File: src/rtl/core/fpr_pkg.sv
package fpr_pkg;

    localparam int CFG_W      = 7;
    localparam int SLOT_OUT_W = 6;
    localparam int TOTAL_W    = 32;
    localparam int OUT_W      = 72;
    localparam int OUT_PAD    = OUT_W - SLOT_OUT_W - 2 * TOTAL_W;

    localparam logic [CFG_W-1:0]   TABLE_SIZE_RST = 7'd64;
    localparam logic [TOTAL_W-1:0] COUNT_MAX      = 32'hFFFF_FFFF;

    typedef struct packed {
        logic act;
        logic found;
    } t_tok;

endpackage

File: src/rtl/core/fpr_cell.sv
module fpr_cell #(
    parameter int PAGE_BITS = 20,
    parameter int SLOT_W    = 6,
    parameter int IDX       = 0
) (
    input  logic                 i_clk,
    input  logic                 i_rst_n,
    input  logic                 i_active,
    input  logic [PAGE_BITS-1:0] i_page,
    input  logic                 i_wr_en,
    input  logic [SLOT_W-1:0]    i_wr_slot,
    input  fpr_pkg::t_tok        i_tok,
    input  logic [SLOT_W-1:0]    i_slot,
    output fpr_pkg::t_tok        o_tok,
    output logic [SLOT_W-1:0]    o_slot
);
    import fpr_pkg::*;

    localparam logic [SLOT_W-1:0] CELL_IDX = SLOT_W'(IDX);

    logic [PAGE_BITS-1:0] r_page;
    logic                 r_valid;
    t_tok                 r_tok;
    logic [SLOT_W-1:0]    r_slot;
    logic                 w_match;
    logic                 w_wr_hit;

    assign w_wr_hit = i_wr_en && (i_wr_slot == CELL_IDX);
    assign w_match  = i_tok.act && !i_tok.found && i_active && r_valid && (r_page == i_page);

    always_ff @(posedge i_clk) begin
        if (!i_rst_n) begin
            r_valid <= 1'b0;
            r_tok   <= '0;
        end else begin
            if (w_wr_hit) begin
                r_valid <= 1'b1;
                r_page  <= i_page;
            end
            r_tok.act   <= i_tok.act;
            r_tok.found <= i_tok.found | w_match;
            r_slot      <= w_match ? CELL_IDX : i_slot;
        end
    end

    assign o_tok  = r_tok;
    assign o_slot = r_slot;

endmodule

File: src/rtl/core/fifo_page_replacement_unit.sv
// An accepted page number is registered and a search token walks the row of
// ENTRIES cells one cell a cycle; the hit or fill is committed once the output
// register is free. No new page number is accepted until that commit.
// Reset: synchronous, active low; clears valid bits, insert pointer, hit and miss
// totals, and sets the table size to 64. No clearing pass is needed.
module fifo_page_replacement_unit #(
    parameter int ENTRIES   = 64,
    parameter int PAGE_BITS = 20
) (
    input  logic                                    i_clk,
    input  logic                                    i_rst_n,
    input  logic                                    i_cfg_we,
    input  logic [fpr_pkg::CFG_W-1:0]               i_cfg_wdata,
    input  logic                                    i_s_axis_tvalid,
    output logic                                    o_s_axis_tready,
    // [PAGE_BITS-1:0] page_number
    input  logic [((PAGE_BITS + 7) / 8) * 8 - 1:0]  i_s_axis_tdata,
    output logic                                    o_m_axis_tvalid,
    input  logic                                    i_m_axis_tready,
    // [5:0] slot, [37:6] hit_total, [69:38] miss_total
    output logic [fpr_pkg::OUT_W-1:0]               o_m_axis_tdata,
    // [0] hit
    output logic                                    o_m_axis_tuser
);
    import fpr_pkg::*;

    localparam int SLOT_W = (ENTRIES > 1) ? $clog2(ENTRIES) : 1;
    localparam int CNT_A  = $clog2(ENTRIES + 1);
    localparam int CNT_W  = (CNT_A > CFG_W) ? CNT_A : CFG_W;

    typedef enum logic [1:0] {
        S_IDLE,
        S_SEARCH,
        S_COMMIT
    } t_state;

    t_state               r_state;
    logic [CFG_W-1:0]     r_table_size;
    logic                 r_launch;
    logic [PAGE_BITS-1:0] r_page;
    logic                 r_found;
    logic [SLOT_W-1:0]    r_slot;
    logic [SLOT_W-1:0]    r_ptr;
    logic [TOTAL_W-1:0]   r_hits;
    logic [TOTAL_W-1:0]   r_misses;
    logic                 r_out_vld;
    logic                 r_out_hit;
    logic [OUT_W-1:0]     r_out_data;

    logic [CNT_W-1:0]     w_size_ext;
    logic [CNT_W-1:0]     w_n;
    logic [ENTRIES-1:0]   w_active;
    t_tok                 w_tok  [0:ENTRIES];
    logic [SLOT_W-1:0]    w_slot [0:ENTRIES];
    logic                 w_accept;
    logic                 w_out_free;
    logic                 w_commit;
    logic                 w_wr_en;
    logic [SLOT_W-1:0]    w_ins;
    logic [CNT_W-1:0]     w_ins_inc;
    logic [SLOT_W-1:0]    n_ptr;
    logic [SLOT_W-1:0]    n_slot;
    logic [TOTAL_W-1:0]   n_hits;
    logic [TOTAL_W-1:0]   n_misses;

    assign w_size_ext = CNT_W'(r_table_size);

    always_comb begin
        if (w_size_ext == '0) begin
            w_n = CNT_W'(1);
        end else if (w_size_ext > CNT_W'(ENTRIES)) begin
            w_n = CNT_W'(ENTRIES);
        end else begin
            w_n = w_size_ext;
        end
    end

    assign w_tok[0]  = '{act: r_launch, found: 1'b0};
    assign w_slot[0] = '0;

    for (genvar k = 0; k < ENTRIES; k++) begin : g_cell
        assign w_active[k] = (CNT_W'(k) < w_n);

        fpr_cell #(
            .PAGE_BITS (PAGE_BITS),
            .SLOT_W    (SLOT_W),
            .IDX       (k)
        ) u_cell (
            .i_clk     (i_clk),
            .i_rst_n   (i_rst_n),
            .i_active  (w_active[k]),
            .i_page    (r_page),
            .i_wr_en   (w_wr_en),
            .i_wr_slot (w_ins),
            .i_tok     (w_tok[k]),
            .i_slot    (w_slot[k]),
            .o_tok     (w_tok[k+1]),
            .o_slot    (w_slot[k+1])
        );
    end

    assign o_s_axis_tready = (r_state == S_IDLE);
    assign w_accept        = i_s_axis_tvalid && o_s_axis_tready;
    assign w_out_free      = !r_out_vld || i_m_axis_tready;
    assign w_commit        = (r_state == S_COMMIT) && w_out_free;
    assign w_wr_en         = w_commit && !r_found;

    assign w_ins     = (CNT_W'(r_ptr) >= w_n) ? '0 : r_ptr;
    assign w_ins_inc = CNT_W'(w_ins) + CNT_W'(1);
    assign n_ptr     = (w_ins_inc >= w_n) ? '0 : w_ins_inc[SLOT_W-1:0];
    assign n_slot    = r_found ? r_slot : w_ins;
    assign n_hits    = (r_found && r_hits != COUNT_MAX) ? r_hits + 1'b1 : r_hits;
    assign n_misses  = (!r_found && r_misses != COUNT_MAX) ? r_misses + 1'b1 : r_misses;

    always_ff @(posedge i_clk) begin
        if (!i_rst_n) begin
            r_state      <= S_IDLE;
            r_table_size <= TABLE_SIZE_RST;
            r_launch     <= 1'b0;
            r_ptr        <= '0;
            r_hits       <= '0;
            r_misses     <= '0;
            r_out_vld    <= 1'b0;
        end else begin
            if (i_cfg_we) begin
                r_table_size <= i_cfg_wdata;
            end
            r_launch <= w_accept;
            if (w_commit) begin
                r_out_vld <= 1'b1;
            end else if (i_m_axis_tready) begin
                r_out_vld <= 1'b0;
            end
            case (r_state)
                S_IDLE: begin
                    if (w_accept) begin
                        r_page  <= i_s_axis_tdata[PAGE_BITS-1:0];
                        r_state <= S_SEARCH;
                    end
                end
                S_SEARCH: begin
                    if (w_tok[ENTRIES].act) begin
                        r_found <= w_tok[ENTRIES].found;
                        r_slot  <= w_slot[ENTRIES];
                        r_state <= S_COMMIT;
                    end
                end
                S_COMMIT: begin
                    if (w_out_free) begin
                        if (!r_found) begin
                            r_ptr <= n_ptr;
                        end
                        r_hits     <= n_hits;
                        r_misses   <= n_misses;
                        r_out_hit  <= r_found;
                        r_out_data <= {{OUT_PAD{1'b0}}, n_misses, n_hits,
                                       SLOT_OUT_W'(n_slot)};
                        r_state    <= S_IDLE;
                    end
                end
                default: begin
                    r_state <= S_IDLE;
                end
            endcase
        end
    end

    assign o_m_axis_tvalid = r_out_vld;
    assign o_m_axis_tdata  = r_out_data;
    assign o_m_axis_tuser  = r_out_hit;

endmodule

File: config.mk
export PLATFORM = sky130hd
export DESIGN_NAME = fifo_page_replacement_unit
export DESIGN_NICKNAME = d
export VERILOG_FILES = /design/src/rtl/core/fpr_pkg.sv /design/src/rtl/core/fpr_cell.sv /design/src/rtl/core/fifo_page_replacement_unit.sv
export SDC_FILE = /design/constraint.sdc
export NUM_CORES = 2
export LEC_CHECK = 0
export BUFFER_PORTS_ARGS = -buffer_cell sky130_fd_sc_hd__buf_4
export CAP_MARGIN = 20
export CORE_MARGIN = 2
export CORE_UTILIZATION = 31
export CTS_CLUSTER_SIZE = 25
export DETAILED_ROUTE_END_ITERATION = 8
export GPL_TIMING_DRIVEN = 0
export REMOVE_ABC_BUFFERS = 1
export SETUP_SLACK_MARGIN = 0.05
export SLEW_MARGIN = 5
export SYNTH_ARGS = -nofsm -noshare
export SYNTH_HDL_FRONTEND = slang
export SYNTH_SLANG_ARGS = --single-unit
File: constraint.sdc
create_clock -name i_clk -period 17.5 [get_ports i_clk]
set_clock_uncertainty 0.15 [all_clocks]
set_input_delay 1.75 -clock i_clk [delete_from_list [all_inputs] [get_ports i_clk]]
set_output_delay 1.75 -clock i_clk [all_outputs]
set_load 0.1 [all_outputs]
# Word level (Yosys, flattened, before mapping)
# Cells that the tools add are included.
[totals]
regBits = 1972
input_bits = 36
output_inout_bits = 75
elab_cells = 1076
[op_classes]
n_addsub = 3
n_lt_le_gt_ge = 67
n_eq_ne = 134
n_mux = 13
n_bitwise = 64
n_reduce_logical = 464
[op_table]
columns = ["operator", "n"]
rows = [
  ["== test 20 bit", 64],
  ["logical AND 1 bit", 324],
  ["less-than comparator 6 x 7 -> 1 bit, first input constant", 32],
  ["== test 6 bit, second input constant", 32],
  ["AND reduction 2 bit", 65],
  ["less-than comparator 5 x 7 -> 1 bit, first input constant", 16],
  ["== test 6 x 5 -> 1 bit, second input constant", 16],
  ["logical NOT 1 bit", 65],
  ["adder 32 x 1 -> 32 bit, second input constant", 2],
  ["two-way mux 32 bit", 2],
  ["!= test 32 bit, second input constant", 2],
  ["OR 1 bit", 63],
  ["less-than comparator 4 x 7 -> 1 bit, first input constant", 8],
  ["== test 6 x 4 -> 1 bit, second input constant", 8],
  ["less-than comparator 3 x 7 -> 1 bit, first input constant", 4],
  ["== test 6 x 3 -> 1 bit, second input constant", 4],
  ["two-way mux 6 bit", 3],
  ["AND reduction 3 bit", 5],
  ["less-than comparator 1 x 7 -> 1 bit, first input constant", 2],
  ["less-than comparator 2 x 7 -> 1 bit, first input constant", 2],
  ["two-way mux 7 bit", 2],
  ["== test 6 x 2 -> 1 bit, second input constant", 2],
  ["adder 6 x 1 -> 7 bit, second input constant", 1],
  [">= comparator 6 x 7 -> 1 bit", 1],
  ["other kinds (16)", 20],
]

# Depth between registers and ports, before layout
[logic_depth]
ltp_word = 8
depth_mapped = 22
mapped_depth_nobuf = 19

# By module
# Synthesis repeated with hierarchy kept, for this count alone.
[unflattened]
hier_cells = 5431
area_unflattened_um2 = 85415.7
[by_module_without_submodules]
columns = ["module", "n_inst", "cells_per_inst", "area_each_um2", "seq_area_each_um2"]
rows = [
  ["fpr_cell at g_cell[11].u_cell ...", 14, 71, 1202.4, 840.8],
  ["fpr_cell at g_cell[23].u_cell ...", 12, 71, 1204.9, 840.8],
  ["fpr_cell at g_cell[10].u_cell ...", 12, 70, 1183.6, 840.8],
  ["fpr_cell at g_cell[21].u_cell ...", 8, 71, 1207.4, 840.8],
  ["fifo_page_replacement_unit", 1, 907, 8843.5, 4564.4],
  ["fpr_cell at g_cell[49].u_cell ...", 4, 71, 1194.9, 840.8],
  ["fpr_cell at g_cell[1].u_cell ...", 4, 70, 1188.6, 840.8],
  ["fpr_cell at g_cell[51].u_cell ...", 3, 71, 1192.4, 840.8],
  ["fpr_cell at g_cell[16].u_cell ...", 2, 70, 1182.4, 840.8],
  ["fpr_cell at g_cell[12].u_cell ...", 2, 71, 1181.1, 840.8],
  ["fpr_cell at g_cell[15].u_cell", 1, 71, 1199.9, 840.8],
  ["fpr_cell at g_cell[0].u_cell", 1, 70, 1198.6, 840.8],
  ["fpr_cell at g_cell[48].u_cell", 1, 70, 1179.9, 840.8],
]

# Least setup slack after synthesis
# No wires, ideal clock.
[synth_path]
path_kind = "input to register"
from = "input port i_rst_n"
to = "register r_out_data[0], in the netlist o_m_axis_tdata[0] (enable)"
setup_ns = 0.587
arrival_ns = 7.027
t_required_ns = 16.763
slack_ns = 9.736
path_stages = 4
n_path_buf = 2
cell_sequence = "buf_2 -> inv_2 -> clkbuf_1 -> nor3_1"
[synth_via]
elab_chain_len = 1
[synth_rtl]
columns = ["item", "line_no", "source"]
rows = [
  ["start, declared", "fifo_page_replacement_unit.sv:11", "input logic i_rst_n,"],
  ["AND reduction 3 bit (no line)", "--", ""],
  ["end signal, assigned", "fifo_page_replacement_unit.sv:156", "r_out_data <= {{OUT_PAD{1'b0}}, n_misses, n_hits,"],
  ["end, declared", "fifo_page_replacement_unit.sv:48", "logic [OUT_W-1:0] r_out_data;"],
]
# No other way between the ends.
# A chain may end at the register's enable or synchronous reset.

# Worst setup path after layout
[layout_path]
from = "register r_table_size[2]"
to = "register g_cell[23].u_cell.r_page[13] (enable)"
[layout_via]
elab_chain_len = 8
elab_cells_between_ends = 9
classes_between = "order compare (2); eq/ne (1); mux (3); reduce/logical (3)"
[layout_rtl]
columns = ["item", "line_no", "source"]
rows = [
  ["start, declared", "fifo_page_replacement_unit.sv:38", "logic [CFG_W-1:0] r_table_size;"],
  ["start signal, assigned", "fifo_page_replacement_unit.sv:126", "r_table_size <= i_cfg_wdata;"],
  ["greater-than comparator 7 bit", "fifo_page_replacement_unit.sv:71", "end else if (w_size_ext > CNT_W'(ENTRIES)) begin"],
  ["two-way mux 7 bit", "fifo_page_replacement_unit.sv:71", ""],
  ["two-way mux 7 bit *", "fifo_page_replacement_unit.sv:69", "if (w_size_ext == '0) begin"],
  [">= comparator 6 x 7 -> 1 bit *", "fifo_page_replacement_unit.sv:108", "assign w_ins = (CNT_W'(r_ptr) >= w_n) ? '0 : r_ptr;"],
  ["two-way mux 6 bit *", "fifo_page_replacement_unit.sv:108", ""],
  ["== test 6 x 5 -> 1 bit *", "fpr_cell.sv:28", "assign w_wr_hit = i_wr_en && (i_wr_slot == CELL_IDX);"],
  ["logical AND 1 bit *", "fpr_cell.sv:28", ""],
  ["AND reduction 2 bit (no line) *", "--", ""],
  ["end signal, assigned", "fpr_cell.sv:38", "r_page <= i_page;"],
  ["end, declared", "fpr_cell.sv:21", "logic [PAGE_BITS-1:0] r_page;"],
]
# Every way passes the cells marked *; elsewhere a longest branch is shown, timed or not.

==> results.cfg <==
[status]
status = complete, no violations

[route]
drtAntennaViolNets = 0
first_pass_iters = 6
avgViaCountPerCell = 4.73
wl_per_cell_um = 19.9
drc_errors = 0
vias = 43800
drtIter0Drc = 3262
finalWirelength_um = 184000

[logic_synthesis]
synth_area_per_cell_um2 = 15.0
yosysSeqAreaShare = 0.702
synth_cell_types = 69
syn_area_um2 = 80500
ys_async_sr_fraction = 0
synth_cells = 5348
synthFlopType = edfxtp_1
synth_edf_count = 1699
synth_seq_cells = 1972
ys_warn_count = 0

[critical_path]
reg2reg_depth = 13
arrival_ns = 7.28
cp-start-kind = flop
critPathCaptureType = flop
crit_chain = and2b_1 -> inv_1 -> ha_1 -> a21oi_1 -> o21ai_0 -> a21oi_4 -> buf_16 -> nand2_1 -> inv_1 -> ha_2 -> nand2_1 -> or4_1 -> nor2_2
crit_buf_inv = 3
crit_path_end = g_cell[23].u_cell.r_page[13]
r2r_slack_ns = 10.51
critical_path_depth = 13
r2r-end = g_cell[23].u_cell.r_page[13]
required_ns = 17.80
r2r_start = r_table_size[2]
crit_fanout = 21
cpPeakStageDelay_ns = 0.80
path_class = reg -> reg
crit_slowest_cell = nor2_2
path_delay_family = simple AND/OR/NAND/NOR gates
crit_start = r_table_size[2]

[timing]
period_share = 0.399
fin_crit_ns = 6.99
worst_slew_pin_slew_ns = 1.15
setup_viol = 0
max_freq_ghz = 0.143
rsz0062_at_grt = false
slew_headroom = 0.234
fin_tns_setup_ns = 0
drv_slew = 0
finalHoldViolations = 0

[die]
io_pins = 111
initial_core_util = 0.311
die_area_um2 = 264000
row_count = 187
die_h_um = 513
die_w_um = 513
fp.coreArea_um2 = 259000

[final_layout]
nets = 5758
final.fill_count = 23700
area_delta_synth_final_pct = 21.1
drive_gt1_frac = 0.158
final-seq-area_um2 = 56500
multi_input_area_um2 = 22900
fin_area_um2 = 97400
fin_cells = 9274

[global_route]
track_usage = 0.137
grt_max_degree = 136
grt_pass1_vias = 43900
globalRouteOverflowTotal = 0
grt_antenna_before_repair = 6
grt_pass1_wl_um = 279000

[placement]
portBuffers = 104
placed_area_um2 = 91000
dp_hpwl_um = 126000
dpl.cell_count = 8896
gp_congestion = 0.766

[clock_network]
cts.sinks = 1972
cts_hold_repair.buffers = 0
cts_resized = 0
clk_latency_ns = 0.85
cts_max_level = 4
cts_root_buf = clkbuf_16
clk_pin_slew_ns = 0.06
cts_buffer_depth = 3
post_cts_buffers = 0
numCtsBuffers = 190
cts_tree = yes

[power]
total_power_mw = 9.69
p_per_area_nw_per_um2 = 99.5
ir_worst_vdd_mv = 0.101
p_leak_nw = 32.9

[worst_hold_path]
hold_path_class = reg -> reg

[flow_run]
cap_violations = 0
how the worst min path moves through the flow:
stage | to | depth (start not counted) | slack (ns) | from
after CTS | r_found | 0 | 0.26 | g_cell[63].u_cell.o_tok[0]
after floorplan | r_found | 0 | 0.24 | g_cell[63].u_cell.o_tok[0]
after detailed placement | r_found | 0 | 0.25 | g_cell[63].u_cell.o_tok[0]
after global placement | r_found | 0 | 0.24 | g_cell[63].u_cell.o_tok[0]
final | r_found | 0 | 0.26 | g_cell[63].u_cell.o_tok[0]
after global routing | r_found | 0 | 0.27 | g_cell[63].u_cell.o_tok[0]
logic make-up (layout without fill, tap and decap cells):
kind of cell / count (synthesis) / count (layout) / share of synthesized area
mux: 12 / 12 / 0.00151
flops: 1972 / 1972 / 0.702
buf+inv: 273 / 794 / 0.0168
fa+ha+maj: 19 / 19 / 0.00295
simple gates: 1396 / 1396 / 0.102
other cells: 1 / 4 / 0.0000466
xor+xnor: 1347 / 1347 / 0.147
compound gates: 328 / 328 / 0.0277
registers in the layout, summed over array words and instances, names as in the netlist:
register and count:
r_table_size 7, o_m_axis_tuser 1, r_slot 6, r_misses 32
o_m_axis_tvalid 1, g_cell.u_cell.r_valid 64, r_launch 1, r_state 2
g_cell.u_cell.o_slot 321, r_found 1, r_page 20, g_cell.u_cell.r_page 1280
r_ptr 6, g_cell.u_cell.o_tok 128, r_hits 32, o_m_axis_tdata 70
worst register-to-register path, cell delays in order, from the launching register on:
cell and delay [ns]:
dfxtp_1 0.76, and2b_1 0.78, inv_1 0.59, ha_1 0.47, a21oi_1 0.12, o21ai_0 0.22, a21oi_4 0.35, buf_16 0.22
nand2_1 0.26, inv_1 0.21, ha_2 0.75, nand2_1 0.30, or4_1 0.60, nor2_2 0.80
power by group:
group | internal, mW | switching, mW | total (mW)
Combinational | 0.174 | 0.224 | 0.397
Sequential | 5.13 | 0.0244 | 5.15
Clock | 2.36 | 1.78 | 4.14
Total | 7.66 | 2.03 | 9.69
final cells by class:
class                      instances  area share
clock buffer                     264      0.0547
antenna                            2   0.0000514
timing repair buffer             402      0.0751
sequential                      1972       0.580
multi-input combinational       3104       0.235
tap                             3402      0.0437
inverter                          33     0.00130
clock inverter                    95      0.0106
cells in the final DEF, fill, tap and decap left out, drive strengths merged, types with 46 or more instances in the layout:
| cell | count |
|---|---|
| clkbuf | 273 |
| and2 | 113 |
| a21o | 52 |
| or4 | 46 |
| nand2 | 132 |
| dfxtp | 273 |
| nand2b | 51 |
| a21oi | 81 |
| or2 | 151 |
| nor4 | 269 |
| buf | 393 |
| nor2b | 100 |
| nor2 | 107 |
| o21ai | 57 |
| clkinv | 68 |
| nand4 | 175 |
| xor2 | 929 |
| nand3 | 73 |
| edfxtp | 1699 |
| nor3 | 66 |
| o21a | 53 |
| xnor2 | 418 |
synthesized netlist by cell type (19+ instances only):
master / count / area (um^2)
and3_1: 25 / 156
xor2_1: 929 / 8140
xnor2_1: 418 / 3660
nand4b_1: 26 / 228
and2_1: 113 / 707
or2_2: 151 / 945
nand3_1: 72 / 360
o31ai_1: 20 / 150
nand2b_1: 51 / 319
nand2_1: 132 / 495
edfxtp_1: 1699 / 51000
nor4_1: 263 / 1650
ha_1: 19 / 238
buf_2: 136 / 681
or3_1: 39 / 244
a21oi_1: 81 / 405
o21ai_0: 45 / 225
nor2b_1: 100 / 626
dfxtp_1: 273 / 5470
clkbuf_1: 65 / 244
nand4_1: 174 / 1090
or4_1: 43 / 323
inv_1: 31 / 116
nor3_1: 65 / 325
buf_4: 25 / 188
nor2_1: 107 / 402
a21o_1: 52 / 390
o21a_1: 53 / 398
per-stage QoR:
step | hold slack [ns] | worst slack, ns | utilization
5_1_grt | 0.274 | 10.33 | 0.377
4_1_cts | 0.263 | 10.56 | 0.376
3_3_place_gp | 0.241 | -1.07 | 0.326
2_1_floorplan | 0.236 | 9.72 | -
6_report | 0.258 | 10.51 | 0.377
3_5_place_dp | 0.248 | 10.43 | 0.351
routing by layer:
layer / share of wire / vias to the layer above / GRT usage
li1: - / 20300 / -
met1: 0.44 / 22400 / 0.179
met2: 0.50 / 899 / 0.238
met3: 0.040 / 283 / 0.0182
met4: 0.024 / 4 / 0.0386
met5: 0.00012 / - / 0
No activity file was read; power rests on OpenSTA's default activity.
